<file path="src/sv/per_source_flood_limiter_top_macros.svh">
// ----------------------------------------------------------------------------
// Assertion macros for the per-source flood limiter
// Shared assertion wrappers, sampled on clk and held off during rst.
// ----------------------------------------------------------------------------
`ifndef PER_SOURCE_FLOOD_LIMITER_TOP_MACROS_SVH
`define PER_SOURCE_FLOOD_LIMITER_TOP_MACROS_SVH

// plain property check, disabled while in reset
`define FSL_ASSERT(lbl, prop, msg) \
  lbl: assert property (@(posedge clk) disable iff (rst) (prop)) else $error(msg);

// implication check built on the plain one
`define FSL_ASSERT_IMP(lbl, ante, cons, msg) \
  `FSL_ASSERT(lbl, (ante) |-> (cons), msg)

`endif

</file>
<file path="src/sv/fsl_pkg.sv">
// ----------------------------------------------------------------------------
// Flood limiter package
// Table sizes, register indexes, action codes and the structs passed
// between the controller and the cell row.
// ----------------------------------------------------------------------------
package fsl_pkg;

  // table geometry
  localparam int TABLE_DEPTH    = 64;
  localparam int IDX_W          = $clog2(TABLE_DEPTH);
  localparam int SRC_W          = 16;
  localparam int TIME_W         = 32;
  localparam int CNT_W          = 24;
  localparam int WEIGHT_W       = 16;
  localparam int THR_W          = 16;
  localparam int WIN_W          = 16;
  localparam int FACT_W         = 3;
  localparam int CFG_IDX_W      = 3;
  localparam int CFG_DATA_W     = 16;

  localparam logic [CNT_W-1:0]  COUNT_MAX = {CNT_W{1'b1}};
  localparam logic [TIME_W-1:0] TIME_MAX  = {TIME_W{1'b1}};

  // configuration register indexes
  localparam logic [CFG_IDX_W-1:0] CFG_ENABLE    = 3'd0;
  localparam logic [CFG_IDX_W-1:0] CFG_THRESHOLD = 3'd1;
  localparam logic [CFG_IDX_W-1:0] CFG_WINDOW    = 3'd2;
  localparam logic [CFG_IDX_W-1:0] CFG_ACTION    = 3'd3;
  localparam logic [CFG_IDX_W-1:0] CFG_RESET_HIT = 3'd4;
  localparam logic [CFG_IDX_W-1:0] CFG_W_PRIVMSG = 3'd5;
  localparam logic [CFG_IDX_W-1:0] CFG_W_NOTICE  = 3'd6;
  localparam logic [CFG_IDX_W-1:0] CFG_W_TAGMSG  = 3'd7;

  // configured flood action codes
  localparam logic [FACT_W-1:0] FACT_BAN      = 3'd0;
  localparam logic [FACT_W-1:0] FACT_BLOCK    = 3'd1;
  localparam logic [FACT_W-1:0] FACT_KICK_BAN = 3'd4;

  // reported action codes
  localparam logic [2:0] ACT_NONE  = 3'd0;
  localparam logic [2:0] ACT_BLOCK = 3'd2;

  // message kinds
  localparam logic [1:0] KIND_PRIVMSG = 2'd0;
  localparam logic [1:0] KIND_NOTICE  = 2'd1;
  localparam logic [1:0] KIND_TAGMSG  = 2'd2;

  // sweep token handed from cell to cell
  typedef struct packed {
    logic             valid;
    logic             found;
    logic [IDX_W-1:0] found_idx;
    logic [CNT_W-1:0] found_count;
    logic             have_free;
    logic [IDX_W-1:0] free_idx;
  } token_t;

  // write command broadcast to all cells after a sweep
  typedef struct packed {
    logic              en;
    logic [IDX_W-1:0]  idx;
    logic              insert;
    logic              keep;
    logic [SRC_W-1:0]  src;
    logic [TIME_W-1:0] expiry;
    logic [CNT_W-1:0]  count;
  } wr_t;

endpackage

</file>
<file path="src/sv/fsl_cell.sv">
// ----------------------------------------------------------------------------
// Flood limiter table cell
// Holds one source entry. Ages it out and matches it as the sweep token
// passes, then forwards the token through its register to the next cell.
// ----------------------------------------------------------------------------
module fsl_cell import fsl_pkg::*; (
  input  logic              clk,
  input  logic              rst,
  input  logic [IDX_W-1:0]  cell_idx,
  input  logic [SRC_W-1:0]  src,
  input  logic [TIME_W-1:0] now,
  input  token_t            tok_in,
  output token_t            tok_out,
  input  wr_t               wr
);

  logic              valid;
  logic [SRC_W-1:0]  source;
  logic [TIME_W-1:0] expiry;
  logic [CNT_W-1:0]  count;
  token_t            tok;
  token_t            tok_next;

  logic expired;
  logic live;
  logic match;
  logic wr_hit;

  // entry status as seen by the passing token
  assign expired = valid && (expiry <= now);
  assign live    = valid && !expired;
  assign match   = live && (source == src);
  assign wr_hit  = wr.en && (wr.idx == cell_idx);

  // fold this entry into the token
  always_comb begin
    tok_next = tok_in;
    if (match) begin
      tok_next.found       = 1'b1;
      tok_next.found_idx   = cell_idx;
      tok_next.found_count = count;
    end
    if (!live && !tok_in.have_free) begin
      tok_next.have_free = 1'b1;
      tok_next.free_idx  = cell_idx;
    end
  end

  // token stage and valid bit
  always_ff @(posedge clk) begin
    if (rst) begin
      tok   <= '0;
      valid <= 1'b0;
    end else begin
      tok <= tok_next;
      if (wr_hit) begin
        valid <= wr.keep;
      end else if (tok_in.valid && expired) begin
        valid <= 1'b0;
      end
    end
  end

  // entry payload
  always_ff @(posedge clk) begin
    if (wr_hit) begin
      count <= wr.count;
      if (wr.insert) begin
        source <= wr.src;
        expiry <= wr.expiry;
      end
    end
  end

  assign tok_out = tok;

endmodule

</file>
<file path="config.mk">
export PLATFORM = sky130hd
export DESIGN_NAME = fsl_cell
export DESIGN_NICKNAME = d
export VERILOG_FILES = /design/src/sv/per_source_flood_limiter_top_macros.svh /design/src/sv/fsl_pkg.sv /design/src/sv/fsl_cell.sv
export SDC_FILE = /design/constraint.sdc
export NUM_CORES = 1
export LEC_CHECK = 0
export BUFFER_PORTS_ARGS = -buffer_cell sky130_fd_sc_hd__buf_2
export CELL_PAD_IN_SITES_DETAIL_PLACEMENT = 1
export CELL_PAD_IN_SITES_GLOBAL_PLACEMENT = 2
export CORE_MARGIN = 1
export CORE_UTILIZATION = 30
export DETAILED_ROUTE_END_ITERATION = 6
export GPL_TIMING_DRIVEN = 0
export PLACE_DENSITY_LB_ADDON = 0.1
export REMOVE_ABC_BUFFERS = 1
export SETUP_SLACK_MARGIN = 0.15
export SYNTH_ARGS = -nofsm -noshare
export SYNTH_HDL_FRONTEND = slang
export SYNTH_SLANG_ARGS = --single-unit
</file>
<file path="constraint.sdc">
create_clock -name clk -period 6.56 [get_ports clk]
set_input_delay 0.656 -clock clk [delete_from_list [all_inputs] [get_ports clk]]
set_output_delay 0.656 -clock clk [all_outputs]
set_load 0.005 [all_outputs]
</file>
## Word-level counts from Yosys, hierarchy flattened

Index checks and enable logic that the tools add are counted.
W data, S select, Z words.

- Eq/ne operators: 2
- Divide/modulo/power cells: 0
- Reductions and logical operators: 11
- Magnitude comparators: 1
- Muxes and demuxes: 4
- Bitwise logic cells: 0
- Shift-type cells: 0
- Multipliers: 0
- Add/subtract/negate cells: 0

Operators by type and width:

| kind | number |
|---|---|
| $le A32 B32 Y1 | 1 |
| $mux W31 | 1 |
| $eq A16 B16 Y1 | 1 |
| $mux W7 | 1 |
| $eq A6 B6 Y1 | 1 |
| $logic_and A1 B1 Y1 | 6 |
| $logic_not A1 Y1 | 3 |
| $mux W1 | 2 |
| $reduce_and A2 Y1 | 1 |
| $reduce_bool A2 Y1 | 1 |

- Memories: 0
- Input bits: 176
- Logic and storage cells: 28
- Bits in registers: 112
- Bits in writable memories: 0
- Bits in latches: 0
- Output and inout bits: 39
- Memory bits (read-only): 0

## Depth between registers and ports, before layout

Gate-level depths: netlist of the first run.

- Word-level depth: 7
- Depth in mapped cells: 9

## Worst setup path after synthesis of the first run

OpenSTA, ideal clock, no wires.

- Kind: input-to-reg
- Start: in cell_idx[5]
- End: reg expiry[0], enable pin
- Setup time: 0.410 ns
- Data required time: 6.150 ns
- Cell stages on the path: 3
- Slack: 1.332 ns
- Arrival time: 4.818 ns
- Cells stage by stage: xor2_1 nor4_1 and2_1

- Cells in the longest elaborated chain, start to end: 3

RTL lines:

| what | RTL line | RTL |
|---|---|---|
| start: declaration | fsl_cell.sv:9 | `input logic [IDX_W-1:0] cell_idx,` |
| $eq A6 B6 Y1 | fsl_cell.sv:33 | `assign wr_hit = wr.en && (wr.idx == cell_idx);` |
| $logic_and A1 B1 Y1 | fsl_cell.sv:33 |  |
| net wr_hit | fsl_cell.sv:27 | `logic wr_hit;` |
| $reduce_and A2 Y1 (no source line) | -- |  |
| end signal: assignment | fsl_cell.sv:70 | `expiry <= wr.expiry;` |
| end: declaration | fsl_cell.sv:19 | `logic [TIME_W-1:0] expiry;` |

The timed path passes the listed nets, and every way through them passes these cells.
A chain may end at the register's enable or synchronous reset.

## Worst setup path in the final report of the first run

- Start: in cell_idx[1]
- End: reg expiry[13], enable pin

The elaborated chain is that of the path after synthesis.

==> results of run 1 <==
-- sequential cells by signal (all words and copies together) (netlist names) --
signal / count
count: 24
expiry: 32
source: 16
tok_out: 39
valid: 1
-- stage by stage --
| step | power (mW) | setup TNS, ns |
|---|---|---|
| floorplan | 0.842 | 0 |
| global placement | 0.921 | -67.54 |
| detailed placement | 0.927 | 0 |
| CTS | 1.48 | 0 |
| global route | 1.51 | 0 |
| finish | 1.45 | 0 |
-- how the worst min path moves through the flow --
stage               from           to  slack [ns]
2_1_floorplan   count[3]  tok_out[10]        0.49
3_3_place_gp    count[0]   tok_out[7]        0.50
3_5_place_dp   count[11]  tok_out[18]        0.52
4_1_cts           wr[16]    count[16]        0.46
5_1_grt           wr[16]    count[16]        0.45
6_report           wr[5]     count[5]        0.47
-- cell families (layout without fill, tap and decap cells) --
group / count (synthesis) / after routing / share of synthesized area [%]
and+or+nand+nor: 99 / 99 / 12.8
DFF: 112 / 112 / 58.9
muxes: 36 / 36 / 7.17
buffers and inverters: 44 / 271 / 3.96
AOI/OAI and AO/OA: 35 / 35 / 5.40
adders and majority gates: 32 / 32 / 7.96
other: 0 / 1 / 0
xor gates and xnor gates: 22 / 22 / 3.83
-- worst max-delay path: cells and delay by family --
| family | cells | cell delay (ns) |
|---|---|---|
| simple gates | 3 | 1.25 |
| buf+inv | 6 | 1.14 |
| xor+xnor | 1 | 0.16 |
-- area by class of cell --
type                            count  area [sq um]
Tap cell                          216           270
Inverter                           34           128
Timing Repair Buffer              221          1180
Clock buffer                       10           250
Fill cell                        1814          9410
Clock inverter                      6          41.3
Multi-Input combinational cell    224          1870
Antenna cell                        1          2.50
Sequential cell                   112          2960
-- cell usage after synthesis, types with 5 or more instances --
library cell,instances
a21oi_1,17
edfxtp_1,72
nor4_1,5
mux2i_1,36
nand2b_1,66
clkbuf_1,7
dfxtp_1,40
ha_1,32
nand4_1,7
xor2_1,19
o21ai_0,5
inv_1,34
nand2_1,5
-- power groups by stage --
stage | clock network (mW) | registers, mW | logic [mW]
6_report | 0.541 | 0.770 | 0.138
2_1_floorplan | 0 | 0.788 | 0.0536
3_3_place_gp | 0 | 0.786 | 0.136
5_1_grt | 0.588 | 0.772 | 0.156
3_5_place_dp | 0 | 0.786 | 0.141
4_1_cts | 0.565 | 0.770 | 0.142
-- layer usage --
metal	wire length (microns)	up-vias	global-route usage (%)
li1	-	1778	-
met1	4870	1658	16.0
met2	6100	126	26.1
met3	1030	14	5.21
met4	233	0	6.14
met5	0	-	0
==> flow_summary.ini, run 1 <==
[finish]
fin_nets = 810
areaGrowthSynthToFinish_pct = 33.4
layout_common_cells = buf_2 (214), edfxtp_1 (72), nand2b_1 (66), dfxtp_1 (40), mux2i_1 (36)
drive_gt1_share_pct = 40.9
final_util_pct = 41.6
final_cells = 824
mostFrequentLayoutCell = buf_2
design_area_sq_mm = 0.00671

[placed_design]
postPlaceCellArea_sq_mm = 0.00641
io_buffers = 214
place_hpwl_mm = 9.71
pre_cts_ws_ns = 2.90
placedCellCount = 807
gp_congestion = 0.747

[global_route]
grtUsageTotal_pct = 14.8
grt_overflow_total = 0
grt_first_pass_wirelength_mm = 19.6
grt_max_degree = 71
antenna_found_initial = 0
grt_pass1_vias = 3990

[critical_path]
critical_path.cell_chain = buf_2 > xnor2_1 > nand4_1 > nor4_2 > buf_4 > buf_6 > buf_4 > buf_4 > and2_2 > buf_12
cpMostUsedCell = buf_4
crit_path_top_delay_cell = nor4_2
worstSetupStartpointType = primary input
max_stage_delay_ns = 0.65
crit_arrival_ns = 3.25
critPathCapture = expiry[13]
reg2reg_depth = 9
crit_path_end_kind = register
critPathKind = in2reg
crit_fanout = 30
r2r_end = tok_out[14]
startpoint = cell_idx[1]
r2r_start = expiry[31]
required_ns = 6.61
regToRegSetupSlack_ns = 3.81

[power_and_ir_drop]
switchingPower_mw = 0.325
p_seq_share_pct = 53.1
internal-power_mw = 1.12
pwr-share-comb_pct = 9.5
clock_power_share_pct = 37.4
ir_drop_v = 0.000155
power_density_mw_per_mm2 = 216
swShare_pct = 22.4
leakage_nw = 2.95

[detailed_routing]
routedWlPerCell_microns = 14.8
wirelength_mm = 12.2
drt_iter0_markers = 97
first_pass_iters = 4
routed-via-count = 3576
ant_nets = 0
viasPerCell = 4.34
drc_errors = 0

[worst_hold_path]
holdPathStages = 1
hold_path_class = in2reg

[floorplanning]
pin_count = 215
die_h_microns = 131
placeableCoreArea_sq_mm = 0.0161
die_x_microns = 131
start_util_pct = 31.2
rows = 46
die-area_sq_mm = 0.0173

[yosys]
syn_area_per_cell_sq_um = 13.2
synthTopCellsByArea = edfxtp_1 (43%), dfxtp_1 (16%), nand2b_1 (8.2%)
syn_inst = 380
async_reset_ff_share_pct = 0
synth_top_area_share_pct = 43.0
synth_seq_cells = 112
synth_top_cell_by_area = edfxtp_1
ys_warn_count = 0
synth_edf_count = 72
netlist_area_sq_mm = 0.00503
ys_seq_area_share_pct = 58.9
yosysUniqueCellTypes = 35
synth_flop_cell = edfxtp_1

[timing]
min_period_ns = 3.21
slew_viol_final = 0
setup_ws_ns = 3.35
finalCritPeriodShare_pct = 48.9
skew_ns = 0.0106
rsz0062_at_grt = false
fmax_ghz = 0.312
maxSlewHeadroom_pct = 37.3
fin_worst_hold_slack_ns = 0.470
hold_violations = 0
finalSetupViolations = 0
tightestPinTransition_ns = 0.940

[clock_network]
clkLatencyLatePin_ns = 0.35
clock_path_buffers = 2
cts_sinks = 112
numCtsBuffers = 9
cts_root_buf = clkbuf_16
htreeDepth = 3
cts_tree = done
post-cts-setup-buffers = 0
clk_pin_slew_ns = 0.08
cts_resized = 0
hold_buffers = 0

[job]
maxCapViolations = 0

[status]
outcome = complete, no violations
Note: power is estimated with default switching activity, not from simulation.
==> inputs of run 2 (changes only) <==
- ABC_AREA: not set -> 1
- CORE_UTILIZATION: 30 -> 25
- clock period: 6.56 -> 2.7 ns (I/O delays scaled with it)
==> run 2 against run 1 <==
Hold slack worse by 0.39 ns. Register-to-register slack worse by 3.5 ns. Die area up 17%. Synthesized cell count up 34%. Via count up 13%. Critical endpoint is now tok_out[37]. Synthesized area down 2.0%.
==> flow_summary.ini, run 2 <==
[timing]
min_period_ns = 2.42
fin_setup_tns_ns = 0
finalSetupViolations = 0
finalCritPeriodShare_pct = 89.7
skew_ns = 0.0145
slew_viol_final = 0
rsz0062_at_grt = true
hold_violations = 0
maxSlewHeadroom_pct = 23.6
fmax_ghz = 0.413
tightestPinTransition_ns = 1.14

[detailed_routing]
drt_iter0_markers = 96
routed-via-count = 4051
ant_nets = 0
first_pass_iters = 4
wirelength_mm = 13.6
routedWlPerCell_microns = 13.8
viasPerCell = 4.09
drc_errors = 0

[global_route]
met2_usage_pct = 23.1
antenna_found_initial = 3
use_met1_pct = 13.5
grtUsageTotal_pct = 13.1
use_met3_pct = 6.29
grt_first_pass_wirelength_mm = 20.0
grt_max_degree = 62
grt_overflow_total = 0
top_usage_layer = met2
grt_pass1_vias = 4193

[floorplanning]
placeableCoreArea_sq_mm = 0.0190
rows = 50
start_util_pct = 25.9
die_x_microns = 142
pin_count = 215
die_h_microns = 142
die-area_sq_mm = 0.0203

[yosys]
synthTopCellsByArea = edfxtp_1 (44%), dfxtp_1 (16%), nand2_1 (8.5%)
syn_area_per_cell_sq_um = 9.67
synth_top_area_share_pct = 43.9
yosysUniqueCellTypes = 25
async_reset_ff_share_pct = 0
synth_seq_cells = 112
ys_warn_count = 0
synth_edf_count = 72
yosysMostFrequentCell = nand2_1
synth_flop_cell = edfxtp_1
netlist_area_sq_mm = 0.00493
syn_inst = 510
synth_top_cell_by_area = edfxtp_1
ys_seq_area_share_pct = 60.1
synthTopCellsByCount = nand2_1 (112), inv_1 (87), nor2_1 (81), edfxtp_1 (72), dfxtp_1 (40)

[finish]
layout_common_cells = buf_2 (214), nand2_1 (112), inv_1 (86), nor2_1 (80), edfxtp_1 (72)
fin_nets = 933
final_cells = 991
drive_gt1_share_pct = 33.2
fillers = 2299
mostFrequentLayoutCell = buf_2
areaGrowthSynthToFinish_pct = 34.3
largest_register_ff_count = 39

[clock_network]
numCtsBuffers = 9
clkLatencyLatePin_ns = 0.36
cts_root_buf = clkbuf_16
htreeDepth = 3
clk_pin_slew_ns = 0.09
clock_path_buffers = 2
cts_sinks = 112
cts_tree = done

[placed_design]
placedCellCount = 973
place_hpwl_mm = 10.1
gp_congestion = 0.695
io_buffers = 214

[critical_path]
worstPathBufferInverterCount = 0
crit_path_end_kind = register
path_delay_family = simple AND/OR/NAND/NOR gates
critPathKind = reg2reg
crit_fanout = 31
crit_arrival_ns = 2.68
max_stage_delay_ns = 0.41
required_ns = 2.96
worstSetupStartpointType = register
critical_path.cell_chain = ha_1 > nand2_1 > nor2_2 > nand2_1 > nor3b_2 > nand2_1 > nand2_1 > nand3_4 > a21oi_1
cpMostUsedCell = nand2_1
crit_path_top_delay_cell = nand3_4

[power_and_ir_drop]
ir_drop_v = 0.000257
power_density_mw_per_mm2 = 538
leakage_nw = 3.38

[status]
outcome = complete, no violations

[worst_hold_path]
hold_path_class = in2reg

[job]
maxCapViolations = 0
## run 2: cell types whose count changed after synthesis, moves of 4 or more
cell,delta
buf_2,+7
nand4_1,-4
xor2_1,-13
mux2i_1,-36
nor4_1,-5
nor2_1,+78
nand2b_1,-66
a21oi_1,+6
clkbuf_1,-4
inv_1,+53
xnor2_1,+5
nand3_1,+9
or2_2,+4
nand2_1,+107
## run 2: layer usage
layer,vias to the layer above,wire [microns]
li1,2038,-
met1,1870,5410
met2,124,6710
met3,15,1320
met4,4,167
met5,-,27
## run 2: stage by stage
step,area (sq um),hold WS (ns),setup WS [ns],power [mW],util (%)
4_1_cts,6600,0.0549,0.0816,3.64,34.7
5_1_grt,6620,0.0622,0.00198,3.74,34.8
2_1_floorplan,4870,0.339,-0.488,2.05,-
6_report,6620,0.0768,0.279,3.57,34.8
3_5_place_dp,6300,0.448,-0.486,2.26,33.1
3_3_place_gp,6270,0.447,-1.79,2.24,33.0
## run 2: cells by family after synthesis
logic type | after synthesis | synth area share, %
flops | 112 | 60.1
simple gates | 217 | 17.6
fa+ha+maj | 32 | 8.12
buf+inv | 99 | 7.79
xor+xnor | 14 | 2.49
compound gates | 36 | 3.91
## run 2: power breakdown
group	leakage (nW)	switching (mW)	internal, mW
combinational	2.25	0.162	0.176
sequential	0.981	0.0106	1.86
clock	0.144	0.697	0.657
## run 2: what timing repair did
item,CTS,global route
gates resized for setup,1,2
pin swaps,0,0
hold buffers,0,0
endpoints found under the setup margin,31,31
gates cloned,0,1
buffers inserted,0,0
## run 2: worst paths after layout
kind	slack (ns)	startpoint	endpoint	depth (start not counted)
hold reg to reg	0.48	count[7]	tok_out[14]	2
setup reg to reg	0.28	expiry[31]	tok_out[37]	9
hold / removal	0.08	wr[10]	count[10]	1
setup / recovery	0.28	expiry[31]	tok_out[37]	9
## run 2: cell type report
| cell class | count | area, sq um | area share, % |
|---|---|---|---|
| clock inverters | 7 | 70.1 | 1.06 |
| repair buffers | 215 | 1090 | 16.5 |
| inverters | 87 | 327 | 4.93 |
| diodes | 1 | 2.50 | 0.0378 |
| multi-input cells | 300 | 1620 | 24.4 |
| clock buffers | 9 | 225 | 3.40 |
| flip-flops and latches | 112 | 2960 | 44.7 |
| well taps | 260 | 325 | 4.91 |
